### src/design/chd_pkg.sv
// shared types and constants for the chunked body decoder
// no dependencies; used by chd_core, chd_outq and the top level
package chd_pkg;

    localparam int BYTE_W      = 8;
    localparam int OUT_COUNT_W = 24;

    localparam logic [BYTE_W-1:0]      CH_CR         = 8'h0D;
    localparam logic [BYTE_W-1:0]      CH_LF         = 8'h0A;
    localparam logic [OUT_COUNT_W-1:0] OUT_COUNT_MAX = '1;

    // results of one accepted input transfer
    typedef struct packed {
        logic                   data_vld;
        logic [BYTE_W-1:0]      data;
        logic                   stat_vld;
        logic                   stat_incomplete;
        logic [OUT_COUNT_W-1:0] stat_count;
    } t_push;

    // one queued result transfer
    typedef struct packed {
        logic [BYTE_W-1:0]      data;
        logic                   last;
        logic                   status;
        logic [OUT_COUNT_W-1:0] count;
    } t_result;

endpackage

### src/design/chd_core.sv
// per-byte chunk parser: phase, size, totals and line-end tracking
// depends on chd_pkg
module chd_core
    import chd_pkg::*;
#(
    parameter int COUNT_BITS = 24
) (
    input  logic              i_clk,
    input  logic              i_rst_n,
    input  logic              i_fire,
    input  logic [BYTE_W-1:0] i_byte,
    input  logic              i_last,
    output t_push             o_push
);

    typedef enum logic [2:0] {
        PH_SIZE,
        PH_SIZE_REST,
        PH_DATA,
        PH_DATA_END,
        PH_TRAILER,
        PH_DONE
    } t_phase;

    localparam logic [COUNT_BITS-1:0] CountMax = '1;

    t_phase                r_phase, n_phase;
    logic [COUNT_BITS-1:0] r_left, n_left;
    logic [COUNT_BITS-1:0] r_committed, n_committed;
    logic [COUNT_BITS-1:0] r_pending, n_pending;
    logic                  r_prev_cr, n_prev_cr;

    logic                  w_crlf;
    logic                  w_is_cr;
    logic                  w_hex_ok;
    logic [3:0]            w_hex_val;
    logic [COUNT_BITS:0]   w_sum;
    logic [31:0]           w_c32;

    always_comb begin
        w_hex_ok  = 1'b1;
        w_hex_val = 4'd0;
        if (i_byte >= 8'h30 && i_byte <= 8'h39) begin
            w_hex_val = 4'(i_byte - 8'h30);
        end else if (i_byte >= 8'h41 && i_byte <= 8'h46) begin
            w_hex_val = 4'(i_byte - 8'h37);
        end else if (i_byte >= 8'h61 && i_byte <= 8'h66) begin
            w_hex_val = 4'(i_byte - 8'h57);
        end else begin
            w_hex_ok  = 1'b0;
        end
    end

    assign w_crlf  = r_prev_cr && (i_byte == CH_LF);
    assign w_is_cr = (i_byte == CH_CR);
    assign w_sum   = {1'b0, r_committed} + {1'b0, r_pending};

    always_comb begin
        n_phase     = r_phase;
        n_left      = r_left;
        n_committed = r_committed;
        n_pending   = r_pending;
        n_prev_cr   = w_is_cr;
        unique case (r_phase)
            PH_SIZE: begin
                if (w_hex_ok) begin
                    n_prev_cr = 1'b0;
                    if (|r_left[COUNT_BITS-1 -: 4]) begin
                        n_left = CountMax;
                    end else begin
                        n_left = {r_left[COUNT_BITS-5:0], w_hex_val};
                    end
                end else begin
                    n_phase = PH_SIZE_REST;
                end
            end
            PH_SIZE_REST: begin
                if (w_crlf) begin
                    n_prev_cr = 1'b0;
                    if (r_left == '0) begin
                        n_phase = PH_TRAILER;
                    end else begin
                        n_phase   = PH_DATA;
                        n_pending = '0;
                    end
                end
            end
            PH_DATA: begin
                n_prev_cr = 1'b0;
                n_pending = (r_pending == CountMax) ? r_pending
                                                    : r_pending + COUNT_BITS'(1);
                if (r_left != '0) begin
                    n_left = r_left - COUNT_BITS'(1);
                end
                if (r_left <= COUNT_BITS'(1)) begin
                    n_phase = PH_DATA_END;
                end
            end
            PH_DATA_END: begin
                if (w_crlf) begin
                    n_prev_cr   = 1'b0;
                    n_committed = w_sum[COUNT_BITS] ? CountMax : w_sum[COUNT_BITS-1:0];
                    n_pending   = '0;
                    n_left      = '0;
                    n_phase     = PH_SIZE;
                end
            end
            PH_TRAILER: begin
                if (w_crlf) begin
                    n_prev_cr = 1'b0;
                    n_phase   = PH_DONE;
                end
            end
            default: begin
                n_prev_cr = 1'b0;
            end
        endcase
    end

    assign w_c32 = 32'(n_committed);

    always_comb begin
        o_push.data_vld        = i_fire && (r_phase == PH_DATA);
        o_push.data            = i_byte;
        o_push.stat_vld        = i_fire && i_last;
        o_push.stat_incomplete = (n_phase != PH_DONE);
        o_push.stat_count      = (w_c32 > 32'(OUT_COUNT_MAX)) ? OUT_COUNT_MAX
                                                             : w_c32[OUT_COUNT_W-1:0];
    end

    always_ff @(posedge i_clk) begin
        if (!i_rst_n) begin
            r_phase     <= PH_SIZE;
            r_left      <= '0;
            r_committed <= '0;
            r_pending   <= '0;
            r_prev_cr   <= 1'b0;
        end else if (i_fire) begin
            if (i_last) begin
                r_phase     <= PH_SIZE;
                r_left      <= '0;
                r_committed <= '0;
                r_pending   <= '0;
                r_prev_cr   <= 1'b0;
            end else begin
                r_phase     <= n_phase;
                r_left      <= n_left;
                r_committed <= n_committed;
                r_pending   <= n_pending;
                r_prev_cr   <= n_prev_cr;
            end
        end
    end

endmodule

### src/design/chd_outq.sv
// four-entry result queue taking up to two results per input transfer
// depends on chd_pkg
module chd_outq
    import chd_pkg::*;
(
    input  logic                   i_clk,
    input  logic                   i_rst_n,
    input  t_push                  i_push,
    output logic                   o_full,
    output logic                   o_valid,
    input  logic                   i_stall,
    output logic [BYTE_W-1:0]      o_byte,
    output logic                   o_last,
    output logic                   o_status,
    output logic [OUT_COUNT_W-1:0] o_count
);

    localparam int Depth = 4;
    localparam int PtrW  = $clog2(Depth);
    localparam int CntW  = $clog2(Depth + 1);

    t_result             r_mem [Depth];
    logic [PtrW-1:0]     r_wr, r_rd;
    logic [CntW-1:0]     r_cnt;

    t_result             w_data_ent;
    t_result             w_stat_ent;
    t_result             w_ent0;
    logic [1:0]          w_num;
    logic                w_pop;
    logic [PtrW-1:0]     w_wr1;
    t_result             w_head;

    always_comb begin
        w_data_ent        = '0;
        w_data_ent.data   = i_push.data;
        w_stat_ent        = '0;
        w_stat_ent.last   = 1'b1;
        w_stat_ent.status = i_push.stat_incomplete;
        w_stat_ent.count  = i_push.stat_count;
        w_ent0            = i_push.data_vld ? w_data_ent : w_stat_ent;
        w_num             = 2'(i_push.data_vld) + 2'(i_push.stat_vld);
    end

    assign w_wr1   = r_wr + PtrW'(1);
    assign w_pop   = (r_cnt != '0) && !i_stall;
    assign w_head  = r_mem[r_rd];
    assign o_valid = (r_cnt != '0);
    assign o_full  = (r_cnt > CntW'(Depth - 2));
    assign o_byte   = w_head.data;
    assign o_last   = w_head.last;
    assign o_status = w_head.status;
    assign o_count  = w_head.count;

    always_ff @(posedge i_clk) begin
        if (!i_rst_n) begin
            r_wr  <= '0;
            r_rd  <= '0;
            r_cnt <= '0;
        end else begin
            if (w_num != 2'd0) begin
                r_mem[r_wr] <= w_ent0;
            end
            if (w_num == 2'd2) begin
                r_mem[w_wr1] <= w_stat_ent;
            end
            r_wr  <= r_wr + PtrW'(w_num);
            if (w_pop) begin
                r_rd <= r_rd + PtrW'(1);
            end
            r_cnt <= r_cnt + CntW'(w_num) - CntW'(w_pop);
        end
    end

endmodule

### src/design/http_chunked_decoder.sv
// chunked transfer body decoder, top level
// depends on chd_pkg, chd_core and chd_outq
//
// input channel: one encoded byte per transfer on i_in_byte, i_in_last flags the
// buffer's final byte. output channel: decoded payload bytes with o_out_last low,
// and after the final input byte a status transfer with o_out_last high,
// o_out_status (0 complete, 1 incomplete) and o_out_count (bytes of closed chunks).
// the parser updates its state in the cycle a byte is taken; results are
// registered into a four-entry queue before they show on the output.
// one input byte per cycle is taken while the queue holds at most two results;
// a payload byte flagged last yields two results, the byte and then the status,
// so that case needs two output transfers. o_in_stall rises when the queue is near
// full, which is what stalls on the output side push back to the input.
// reset (synchronous, active low) empties the queue and returns the parser to
// reading a size line; the parser also returns there after each byte flagged last.
module http_chunked_decoder
    import chd_pkg::*;
#(
    parameter int COUNT_BITS = 24
) (
    input  logic                   i_clk,
    input  logic                   i_rst_n,
    input  logic                   i_in_valid,
    output logic                   o_in_stall,
    input  logic [BYTE_W-1:0]      i_in_byte,
    input  logic                   i_in_last,
    output logic                   o_out_valid,
    input  logic                   i_out_stall,
    output logic [BYTE_W-1:0]      o_out_byte,
    output logic                   o_out_last,
    output logic                   o_out_status,
    output logic [OUT_COUNT_W-1:0] o_out_count
);

    logic  w_fire;
    logic  w_full;
    t_push w_push;

    assign o_in_stall = w_full;
    assign w_fire     = i_in_valid && !w_full;

    chd_core #(
        .COUNT_BITS (COUNT_BITS)
    ) u_core (
        .i_clk   (i_clk),
        .i_rst_n (i_rst_n),
        .i_fire  (w_fire),
        .i_byte  (i_in_byte),
        .i_last  (i_in_last),
        .o_push  (w_push)
    );

    chd_outq u_outq (
        .i_clk    (i_clk),
        .i_rst_n  (i_rst_n),
        .i_push   (w_push),
        .o_full   (w_full),
        .o_valid  (o_out_valid),
        .i_stall  (i_out_stall),
        .o_byte   (o_out_byte),
        .o_last   (o_out_last),
        .o_status (o_out_status),
        .o_count  (o_out_count)
    );

endmodule

### config.mk
export PLATFORM = sky130hd
export DESIGN_NAME = http_chunked_decoder
export DESIGN_NICKNAME = d
export VERILOG_FILES = /design/src/design/chd_pkg.sv /design/src/design/chd_core.sv /design/src/design/chd_outq.sv /design/src/design/http_chunked_decoder.sv
export SDC_FILE = /design/constraint.sdc
export NUM_CORES = 1
export LEC_CHECK = 0
export BUFFER_PORTS_ARGS = -buffer_cell sky130_fd_sc_hd__buf_2
export CAP_MARGIN = 10
export CORE_MARGIN = 5
export CORE_UTILIZATION = 46
export DETAILED_ROUTE_END_ITERATION = 10
export GPL_ROUTABILITY_DRIVEN = 0
export SLEW_MARGIN = 10
export SYNTH_ARGS = -nofsm -noshare
export SYNTH_HDL_FRONTEND = slang
export SYNTH_SLANG_ARGS = --single-unit
### constraint.sdc
create_clock -name i_clk -period 4.8 [get_ports i_clk]
set_clock_uncertainty 0.15 [all_clocks]
set_input_delay 0.96 -clock i_clk [delete_from_list [all_inputs] [get_ports i_clk]]
set_output_delay 0.96 -clock i_clk [all_outputs]
set_load 0.005 [all_outputs]
Word-level counts from Yosys, hierarchy flattened
Memory sizes are Yosys's and may differ from the RTL's. A register that Yosys moved wholly into a read port is not among the register bits.
Cells that the tools add are included.
Widths: inputs -> output; s select.
{ "word_totals": {"regBits": 83, "ramBits": 136, "wordCells": 109, "n_memories": 1} }
{ "memory_table": {"columns": ["name", "depth", "word_bits", "read_ports", "rd_ports_with_merged_regs", "wr", "line", "text"], "rows": [
  ["u_outq.r_mem", 4, 34, 1, 1, 2, "chd_outq.sv:22", "t_result r_mem [Depth];"]
]} }
{ "classes": {"n_addsub": 12, "magnitude_cmp": 9, "eq_ne": 15, "mux": 43, "n_reduce_logical": 21} }
{ "ops": {"columns": ["operator", "count"], "rows": [
  ["$mux 24", 14],
  ["$pmux 24 s3", 2],
  ["$mux 34", 1],
  ["$add 24x24->25", 1],
  ["$add 24x1->24 const B", 1],
  ["$eq 24x24->1 const B", 1],
  ["$gt 24x24->1 const B", 1],
  ["$le 24x1->1 const B", 1],
  ["$logic_not 24->1", 1],
  ["$reduce_bool 24->1", 1],
  ["$sub 24x1->24 const B", 1],
  ["$mux 3", 7],
  ["$eq 8x4->1 const B", 2],
  ["$ge 8x7->1 const B", 2],
  ["$le 8x7->1 const B", 2],
  ["$pmux 3 s5", 1],
  ["$mux 1", 12],
  ["$mux 4", 3],
  ["$ne 3x2->1 const B", 4],
  ["$ne 3x3->1 const B", 3],
  ["$ge 8x6->1 const B", 1],
  ["$le 8x6->1 const B", 1],
  ["$logic_and 1x1->1", 8],
  ["$reduce_bool 4->1", 2],
  ["22 further kinds", 27]
]} }

Depth between registers and ports, before layout
Gate-level depths: netlist of the first run.
{ "logic_depth": {"ltp_word": 9, "mapped_depth": 13, "depth_no_buf": 11} }

Modules after synthesis
From an unflattened synthesis of the first run, not the netlist that was laid out.
{ "hier_totals": {"hier_cells": 1217, "hier_area_um2": 12286.8} }
{ "modules_own_cells": {"columns": ["mod", "n_inst", "cells_each", "area_per_inst_um2", "seq_area_each_um2"], "rows": [
  ["chd_outq", 1, 476, 6471.2, 3903.7],
  ["chd_core", 1, 740, 5801.8, 1521.5],
  ["http_chunked_decoder", 1, 1, 13.8, 0.0]
]} }

Worst setup path before layout of the first run
Ideal clock, no wire load.
{ "synth_path": {"path_type": "input port to flip-flop", "startpoint": "in i_in_valid", "endpoint": "mem u_outq.r_mem[1][22] (netlist name) (data pin)", "setup_time_ns": 0.158, "arrival_ns": 3.485, "required_ns": 4.492, "slack_ns": 1.007, "path_stages": 10, "n_path_buf": 1, "cell_sequence": "nand2_1 > nor3_1 > inv_1 > ha_1 > mux2i_1 > nand3b_1 > inv_1 > o21ai_1 > clkbuf_1 > nor3_1"} }
{ "synth_rtl": {"columns": ["item", "line", "text"], "rows": [
  ["start, declared", "http_chunked_decoder.sv:23", "input logic i_in_valid,"],
  ["end, declared", "chd_outq.sv:22", null]
]} }

==> results.ini, run 1 <==
[run_status]
outcome=complete, no violations

[floorplanning]
coreArea_sq_mm=0.0258
dieArea_sq_mm=0.0293
dieHeight_um=171
fp.dieW_um=171
start_util=0.463
rows=59
io-pin-count=49

[cts]
cts_sinks=221
cts_root_buf=clkbuf_16
clock_path_buffers=3
ctsResizeCount=0
h-tree-depth=1
clock_latency_ns=0.53
cts_buffers=25
postCtsHoldBufs=0
clkTransAtPathRegs_ns=0.06
cts_tree=done
cts_setup_buffers=0

[route]
routed_wl_mm=30.8
drc=0
antenna_left=0
via_per_inst=5.95
drtIter0Drc=885
via_count=9463
avgRoutedWirePerCell_um=19.4
dr.pass1.iters=5

[job]
maxCapViolCount=0

[yosys]
ys_warn_count=0
ys_seq_area_frac=0.454
synth-edff-count=100
synth_async_sr_flop_share=0
ys.flop_type=dfxtp_1
synth_cell_types=83
avgSynthCellArea_sq_um=9.91
synth_fp_nets=1259
yosys_register_bits=221
synthCells=1206
mappedNetlistArea_sq_mm=0.0120

[worst_setup_path]
critPathMaxFanout=18
end_kind=flop
critPathKind=reg -> reg
cp_data_required_time_ns=4.90
arrival_ns=4.07
worstSetupStartpoint=u_core.r_pending[0]$_SDFFE_PN0P_
r2r_start=u_core.r_pending[0]$_SDFFE_PN0P_
start_kind=flop

[timing]
tightest_slew_ns=1.04
max_freq_ghz=0.252
worst_hold_slack_ns=0.312
setup_viol=0
maxSlewHeadroom=0.305
layout_min_cycle_time_ns=3.97
finalHoldViolCount=0
rsz0062_at_grt=false
period_share=0.827
finalSetupTns_ns=0
final_max_slew_viol_count=0

[layout]
fillers=2315
diodes=0
area_delta_synth_final_pct=11.5
nNetsFinal=1290
drive_above_1_share=0.144

[grt]
grt_remaining_overflow=0
grt_start_max_net_pins=47
antenna_found_initial=0
grt_pass1_vias=9072
track_usage=0.207
grt_pass1_wl_mm=49.2

[power_and_ir_drop]
ir_drop_v=0.000317
cellLeakagePower_nw=5.06
power_density_mw_per_mm2=351

[placement]
portBuffers=48
hpwl_mm=21.1

[hold_path]
hold_path_class=reg -> reg
hp-start=u_outq.r_mem[1][25]$_SDFFE_PP1P_

## path summary, 6_finish.rpt
| path | end | slack [ns] | cells past startpoint |
|---|---|---|---|
| setup / recovery | u_outq.r_mem[1][13]$_DFFE_PP_ | 0.83 | 10 |
| hold / removal | u_outq.r_mem[1][25]$_SDFFE_PP1P_ | 0.31 | 2 |
| setup reg to reg | u_outq.r_mem[1][13]$_DFFE_PP_ | 0.83 | 10 |
| hold reg to reg | u_outq.r_mem[1][25]$_SDFFE_PP1P_ | 0.31 | 2 |
## synth_stat cells (10+ instances only)
master,count,area share
edfxtp_1,100,0.25
nor3b_1,10,0.0063
xor2_1,35,0.026
o21ai_0,66,0.028
or3_1,14,0.0073
dfxtp_1,121,0.20
a31oi_1,14,0.0073
xnor2_1,16,0.012
nand4_1,17,0.0089
a22o_1,32,0.023
and2_1,18,0.0094
nand2_1,78,0.024
inv_1,30,0.0094
nand3_1,44,0.018
a21oi_1,54,0.023
and3_1,14,0.0073
o31ai_1,19,0.012
mux4_2,34,0.064
nand2b_1,14,0.0073
a211oi_1,12,0.0075
nor2_1,160,0.050
nor3_1,45,0.019
ha_1,38,0.040
clkbuf_1,58,0.018
a21o_1,13,0.0082
## worst max-delay path, cell delays in order, from the launching register on
cell and delay (ns):
dfxtp_1 0.35, ha_1 0.25, fa_1 0.43, a211oi_1 0.33, or3_1 0.25, a21oi_1 0.11
o311ai_1 0.36, nand2_1 0.52, buf_4 0.34, o31ai_1 0.49, nor2_1 0.10
## cells by family after synthesis
family,synth area share
fa+ha+maj,0.0431
simple gates,0.191
xor+xnor,0.0374
buf+inv,0.0388
flops,0.454
compound gates,0.165
mux,0.0708
## layer usage
| metal | part of all wire | global-route usage |
|---|---|---|
| met3 | 0.058 | 0.0248 |
| met1 | 0.47 | 0.303 |
| met5 | 0 | 0 |
| met4 | 0.013 | 0.0379 |
| met2 | 0.46 | 0.335 |
## cells in the final DEF (no fill, tap or decap), types with 38 or more instances in the layout
| cell | count |
|---|---|
| o21ai_0 | 66 |
| a21oi_1 | 54 |
| nor3_1 | 45 |
| ha_1 | 38 |
| edfxtp_1 | 100 |
| buf_2 | 48 |
| nand3_1 | 44 |
| dfxtp_1 | 119 |
| nand2_1 | 78 |
| nor2_1 | 160 |
## power by group
part	internal [mW]	switching (mW)
Sequential	2.01	0.0678
Combinational	0.328	0.369
Clock	1.11	0.793
## registers in the layout, summed over array words and instances (netlist names), named ones only
| register | flops |
|---|---|
| u_core.r_pending | 24 |
| u_outq.r_wr | 2 |
| u_outq.r_rd | 2 |
| u_core.r_left | 24 |
| u_core.r_committed | 24 |
| u_outq.r_cnt | 3 |
| u_core.r_prev_cr | 1 |
| u_core.r_phase | 3 |
| u_outq.r_mem | 136 |
## final cells by class
type,count,area (sq um),area share
clock inverters,16,145,0.0109
multi-input cells,879,6070,0.455
well taps,335,419,0.0315
repair buffers,80,480,0.0361
flip-flops and latches,221,5430,0.407
clock buffers,29,672,0.0504
inverters,30,113,0.00845
## metrics by stage
step	cell area [sq um]	power [mW]	utilization	setup WS [ns]	cells
final	13300	4.68	0.516	0.829	1590
after global placement	12500	2.82	0.484	0.829	1545
after detailed placement	12500	2.82	0.484	0.794	1545
after CTS	13300	4.73	0.516	0.840	1590
after floorplan	12000	2.61	-	1.01	1206
after global routing	13300	4.88	0.516	0.498	1590
Note: power is estimated with default switching activity, not from simulation.
==> inputs of run 2 (changes only) <==
--- a/config.mk
+++ b/config.mk
@@ -5,6 +5,7 @@
 export SDC_FILE = /design/constraint.sdc
 export NUM_CORES = 1
 export LEC_CHECK = 0
+export ABC_AREA = 1
 export BUFFER_PORTS_ARGS = -buffer_cell sky130_fd_sc_hd__buf_2
 export CAP_MARGIN = 10
 export CORE_MARGIN = 5
==> constraint.sdc (replaced) <==
create_clock -name i_clk -period 3.8 [get_ports i_clk]
set_clock_uncertainty 0.15 [all_clocks]
set_input_delay 0.76 -clock i_clk [delete_from_list [all_inputs] [get_ports i_clk]]
set_output_delay 0.76 -clock i_clk [all_outputs]
set_load 0.005 [all_outputs]
==> run 2 against run 1 <==
Critical path depth shrank 4. Clock-buffer cell count grew 5. Synthesized cell count grew 51%. Flip-flop and latch count is the same. Cell count grew 42%. Cell area increased by 11%. Sequential share of layout area fell by 4.2 points. Core utilization shrank 0.14 points. Worst hold slack got worse by 0.0085 ns. Non-clock buffer count decreased by 6. Sequential power grew 36%. Clock power is 27% higher. Critical path type is now reg -> out. Largest cell class unchanged. Largest power group unchanged.
==> results.ini, run 2 <==
[grt]
antenna_found_initial=0  ; unchanged
track_usage=0.213  ; +0.00669
use_met1=0.302  ; -0.00132
grt_pass1_wl_mm=58.8  ; +20%
grt_pass1_vias=11300  ; +25%
busiest_layer=met2
grt_use_met2=0.356  ; +0.0213
grt_start_max_net_pins=61  ; +30%
grt_remaining_overflow=0  ; unchanged
use_met3=0.0221  ; -0.00270

[route]
via_per_inst=5.29  ; -11%
via_count=11900  ; +26%
drtIter0Drc=891  ; +0.68%
dr.pass1.iters=5  ; unchanged
drc=0  ; unchanged
avgRoutedWirePerCell_um=15.9  ; -18%
antenna_left=0  ; unchanged
routed_wl_mm=35.9  ; +17%

[placement]
hpwl_mm=24.4  ; +16%
portBuffers=48  ; unchanged
dp_cells=2211  ; +43%

[cts]
cts_setup_buffers=0  ; unchanged
clkTransAtPathRegs_ns=0.06  ; about the same
cts_buffers=25  ; unchanged
postCtsHoldBufs=0  ; unchanged
h-tree-depth=1  ; unchanged
clock_path_buffers=3  ; unchanged
cts_tree=done
clock_latency_ns=0.52  ; about the same
cts_sinks=221  ; unchanged
cts_root_buf=clkbuf_16
ctsResizeCount=0  ; unchanged

[floorplanning]
rows=62  ; +5.1%
fp.dieW_um=181  ; +5.9%
dieArea_sq_mm=0.0329  ; +12%
dieHeight_um=181  ; +5.9%
start_util=0.468  ; +0.00517
io-pin-count=49  ; unchanged
coreArea_sq_mm=0.0289  ; +12%

[layout]
fin_util=0.514  ; -0.00139
diodes=0  ; unchanged
regMostFlops=u_outq.r_mem
stdcell_count=2255  ; +42%
final_common_cell=nand2_1
area_delta_synth_final_pct=9.94
fillers=2867  ; +24%
drive_above_1_share=0.138  ; -0.00633
final_cell_mix=nand2_1 (408), nor2_1 (266), inv_1 (190)
largest_reg_flops=136  ; unchanged
nNetsFinal=1907  ; +48%

[timing]
finalSetupTns_ns=0  ; unchanged
final_max_slew_viol_count=0  ; unchanged
setup_viol=0  ; unchanged
period_share=0.799
finalHoldViolCount=0  ; unchanged
maxSlewHeadroom=0.485  ; +0.180
rsz0062_at_grt=false
tightest_slew_ns=0.771  ; -0.272 ns
layout_min_cycle_time_ns=3.04
max_freq_ghz=0.329

[power_and_ir_drop]
seq_power_share=0.405  ; -0.039
ir_drop_v=0.000403  ; +27%
p_clk_frac=0.347  ; -0.060
internal_power_mw=4.70  ; +36%
power_switching_mw=2.26  ; +84%
p_sw_frac=0.325  ; +0.0622
pwr-share-comb=0.248  ; +0.099
cellLeakagePower_nw=6.22  ; +23%
power_density_mw_per_mm2=469  ; +34%

[yosys]
avgSynthCellArea_sq_um=7.40  ; -25%
ys_warn_count=0  ; unchanged
synth_fp_nets=1878  ; +49%
yosys_register_bits=221  ; unchanged
ys.flop_type=dfxtp_1
synth_common_cells=nand2_1 (408), nor2_1 (266), inv_1 (191)
synth-edff-count=100  ; unchanged
mappedNetlistArea_sq_mm=0.0135  ; +13%
synth_area_leaders=edfxtp_1 (22%), dfxtp_1 (18%), nand2_1 (11%)
synthCells=1825  ; +51%
synth.most_common_cell=nand2_1
synth_cell_types=50  ; -40%
yosys.area.top_type_share=0.222  ; -0.0288
ys_seq_area_frac=0.402  ; -0.0520
yosysTopAreaCell=edfxtp_1
synth_async_sr_flop_share=0  ; unchanged

[worst_setup_path]
critPathKind=reg -> out
reg2reg_depth=13  ; +3
cp_data_required_time_ns=2.89  ; -2.01 ns
critPathMaxFanout=45  ; +27
start_kind=flop
end_kind=output pin
arrival_ns=2.13  ; -1.94 ns
rrSetupSlack_ns=0.77  ; -0.06 ns
worstReg2RegEnd=u_outq.r_mem[3][23]$_DFFE_PP_
r2r_start=u_core.r_pending[0]$_SDFFE_PN0P_

[run_status]
outcome=complete, no violations

[hold_path]
min_to=u_outq.r_mem[2][25]$_SDFFE_PP1P_
hp-start=u_outq.r_mem[2][25]$_SDFFE_PP1P_
hold_depth=2  ; unchanged
hold_path_class=reg -> reg

[job]
maxCapViolCount=0  ; unchanged

[run 2: cell count changes after synthesis, sizes merged, moves of 56 or more]
cell	change
o22ai	+56
nor2	+126
inv	+175
nand2	+362
a21oi	+92
nand3	+65
[run 2: cell families (layout without fill, tap and decap cells)]
logic type,count (synthesis),in the layout,share of synthesized area
AOI/OAI and AO/OA,331,331,0.141
xor gates and xnor gates,24,24,0.0156
adders and majority gates,40,40,0.0382
buffers and inverters,277,323,0.0897
DFF,221,221,0.402
and+or+nand+nor,932,932,0.314
[run 2: layout make-up]
class | count | area [sq um] | share of cell area
clock buffers | 34 | 711 | 0.0479
clock inverters | 10 | 104 | 0.00700
inverters | 205 | 785 | 0.0529
multi-input cells | 1327 | 6860 | 0.462
flip-flops and latches | 221 | 5430 | 0.366
well taps | 384 | 480 | 0.0324
repair buffers | 74 | 473 | 0.0319
[run 2: power groups by stage]
stage                     registers, mW  clock network (mW)  logic (mW)
after floorplan                    2.82                   0        1.29
after global placement             2.86                   0        1.71
after detailed placement           2.86                   0        1.73
after CTS                          2.81                2.46        1.74
after global routing               2.84                2.56        1.98
final                              2.82                2.42        1.73
[run 2: worst max path at each step]
stage / endpoint / start / cells past startpoint / slack, ns
2_1_floorplan: u_outq.r_mem[0][0]$_DFFE_PP_ / i_in_last / 11 / 0.47
3_3_place_gp: u_outq.r_mem[3][23]$_DFFE_PP_ / i_in_byte[0] / 13 / 0.73
3_5_place_dp: u_outq.r_mem[3][19]$_DFFE_PP_ / i_in_byte[0] / 13 / 0.69
4_1_cts: o_out_byte[7] / flop / 6 / 0.73
5_1_grt: o_out_byte[4] / flop / 6 / 0.59
6_report: o_out_byte[7] / flop / 6 / 0.76
[run 2: layer usage]
layer | vias up | part of all wire
li1 | 6070 | -
met1 | 5537 | 0.48
met2 | 267 | 0.46
met3 | 50 | 0.047
met4 | 0 | 0.018
met5 | - | 0
[run 2: worst max-delay path: stages, from the launching register on]
cell,delay (ns)
dfxtp_2,0.32
inv_2,0.55
buf_12,0.27
o21ai_0,0.10
a21oi_1,0.18
a21oi_1,0.06
buf_2,0.12
[run 2: stage by stage]
stage	area [sq um]	hold slack, ns	power [mW]	worst slack, ns
finish	14800	0.303	6.96	0.763
global route	14800	0.332	7.38	0.588
CTS	14800	0.301	7.02	0.728
detailed placement	14000	0.288	4.60	0.687
global placement	14000	0.284	4.57	0.734
floorplan	13500	0.271	4.10	0.474
==> inputs of run 3 (changes only) <==
==> constraint.sdc (replaced) <==
create_clock -name i_clk -period 2.7 [get_ports i_clk]
set_clock_uncertainty 0.15 [all_clocks]
set_input_delay 0.54 -clock i_clk [delete_from_list [all_inputs] [get_ports i_clk]]
set_output_delay 0.54 -clock i_clk [all_outputs]
set_load 0.005 [all_outputs]
==> run 3 against run 2 <==
Sequential share of layout area fell by 1.5 points. Cell count increased by 2.5%. Wire length increased by 1.2%. Worst hold slack lost 0.063 ns. Clock-buffer cell count down 2. Cell area grew 4.3%. Sequential power is 40% higher. Critical endpoint is now o_out_count[10].
==> results.ini, run 3 (same netlist as run 2, synthesis figures left out) <==
[route]
dr.pass1.iters=6  ; +1
via_per_inst=5.27  ; -0.30%
via_count=12200  ; +2.2%
routed_wl_mm=36.3  ; +1.2%
drc=0  ; unchanged
drtIter0Drc=875  ; -1.8%
antenna_left=0  ; unchanged
avgRoutedWirePerCell_um=15.7  ; -1.3%

[timing]
max_freq_ghz=0.385
layout_min_cycle_time_ns=2.60
final_max_slew_viol_count=0  ; unchanged
tightest_slew_ns=0.767  ; -0.00452 ns
period_share=0.963
setup_ws_ns=0.0993  ; -0.664 ns
rsz0062_at_grt=true
finalHoldViolCount=0  ; unchanged
setup_viol=0  ; unchanged
maxSlewHeadroom=0.489  ; +0.00376
worst_hold_slack_ns=0.240  ; -0.0635 ns

[worst_setup_path]
worstReg2RegEnd=u_outq.r_cnt[2]$_SDFF_PN0_
reg2reg_depth=10  ; -3
r2r_start=u_outq.r_cnt[2]$_SDFF_PN0_
cp_data_required_time_ns=2.01  ; -0.88 ns
critPathKind=reg -> out
end_kind=output pin
start_kind=flop
critPathMaxFanout=60  ; +33%
arrival_ns=1.91  ; -0.22 ns
rrSetupSlack_ns=0.13  ; -0.64 ns
crit_end=o_out_count[10]

[layout]
regMostFlops=u_outq.r_mem
final_common_cell=nand2_1
nNetsFinal=1962  ; +2.9%
final_area_sq_mm=0.0155  ; +4.3%
final_cell_mix=nand2_1 (406), nor2_1 (265), inv_1 (190)
diodes=0  ; unchanged
largest_reg_flops=136  ; unchanged
fillers=2816  ; -1.8%
drive_above_1_share=0.168  ; +0.0297
fin_util=0.537  ; +0.0223
area_delta_synth_final_pct=14.7

[placement]
portBuffers=48  ; unchanged
pre_cts_ws_ns=-0.0305  ; -0.717 ns
hpwl_mm=25.2  ; +3.2%
dpl_cell_area_sq_mm=0.0146  ; +4.0%

[cts]
cts_root_buf=clkbuf_16
cts_tree=done
cts_buffers=25  ; unchanged
cts_sinks=221  ; unchanged
clock_path_buffers=3  ; unchanged
clkTransAtPathRegs_ns=0.06  ; about the same
h-tree-depth=1  ; unchanged
clock_latency_ns=0.53  ; about the same
postCtsHoldBufs=0  ; unchanged

[power_and_ir_drop]
cellLeakagePower_nw=6.56  ; +5.4%
p_total_mw=9.89  ; +42%
ir_drop_v=0.000560  ; +39%
power_density_mw_per_mm2=639  ; +36%

[grt]
track_usage=0.213  ; -0.000539
grt_remaining_overflow=0  ; unchanged
grt_start_max_net_pins=61  ; unchanged
antenna_found_initial=0  ; unchanged
grt_pass1_vias=11500  ; +1.6%
grt_pass1_wl_mm=58.6  ; -0.33%

[hold_path]
hp-start=i_in_byte[6]
hold_path_class=in -> reg
hold_depth=3  ; +1

[floorplanning]
rows=62  ; unchanged
start_util=0.468  ; unchanged
dieHeight_um=181  ; unchanged
fp.dieW_um=181  ; unchanged
coreArea_sq_mm=0.0289  ; unchanged
dieArea_sq_mm=0.0329  ; unchanged
io-pin-count=49  ; unchanged

[run_status]
outcome=complete, no violations

[job]
maxCapViolCount=0  ; unchanged

[run 3: where the power goes]
part | total [mW] | internal (mW) | leakage (nW) | switching (mW)
clock network | 3.40 | 2.01 | 0.392 | 1.39
registers | 3.96 | 3.77 | 1.99 | 0.184
logic | 2.54 | 0.891 | 4.17 | 1.65
[run 3: layout make-up]
class	instances	area [sq um]	share of cell area
tap	384	480	0.0310
multi-input combinational	1327	6910	0.446
clock inverter	13	128	0.00824
inverter	205	785	0.0507
sequential	221	5430	0.350
clock buffer	32	696	0.0449
timing repair buffer	129	1060	0.0688
[run 3: worst min-delay path by stage]
stage	to	slack, ns
2_1_floorplan	u_outq.r_mem[1][25]$_SDFFE_PP1P_	0.27
3_3_place_gp	u_outq.r_mem[2][25]$_SDFFE_PP1P_	0.29
3_5_place_dp	u_outq.r_mem[1][25]$_SDFFE_PP1P_	0.29
4_1_cts	u_outq.r_mem[0][32]$_SDFFE_PP0P_	0.21
5_1_grt	u_outq.r_mem[0][32]$_SDFFE_PP0P_	0.24
6_report	u_outq.r_mem[0][32]$_SDFFE_PP0P_	0.24
[run 3: stage by stage]
step                cells  TNS, ns
floorplan            1825        0
global route         2311  -0.0185
detailed placement   2263  -0.0305
CTS                  2308        0
global placement     2263        0
finish               2311        0
[run 3: routing by layer]
metal | wire length [um] | vias up | track usage
met4 | 671 | 0 | 0.0492
met1 | 17200 | 5721 | 0.298
li1 | - | 6175 | -
met5 | 0 | - | 0
met2 | 16800 | 239 | 0.355
met3 | 1680 | 48 | 0.0241
[run 3: timing repair]
item,CTS,global route
setup endpoints to repair,5,31
pin swaps,0,2
gates cloned,0,1
setup buffers,0,2
resized for setup,1,6
[run 3: critical path, stage by stage, from the launching register on]
cell and delay (ns):
dfxtp_2 0.35, buf_6 0.39, o21ai_0 0.16, o22ai_1 0.29, buf_2 0.18
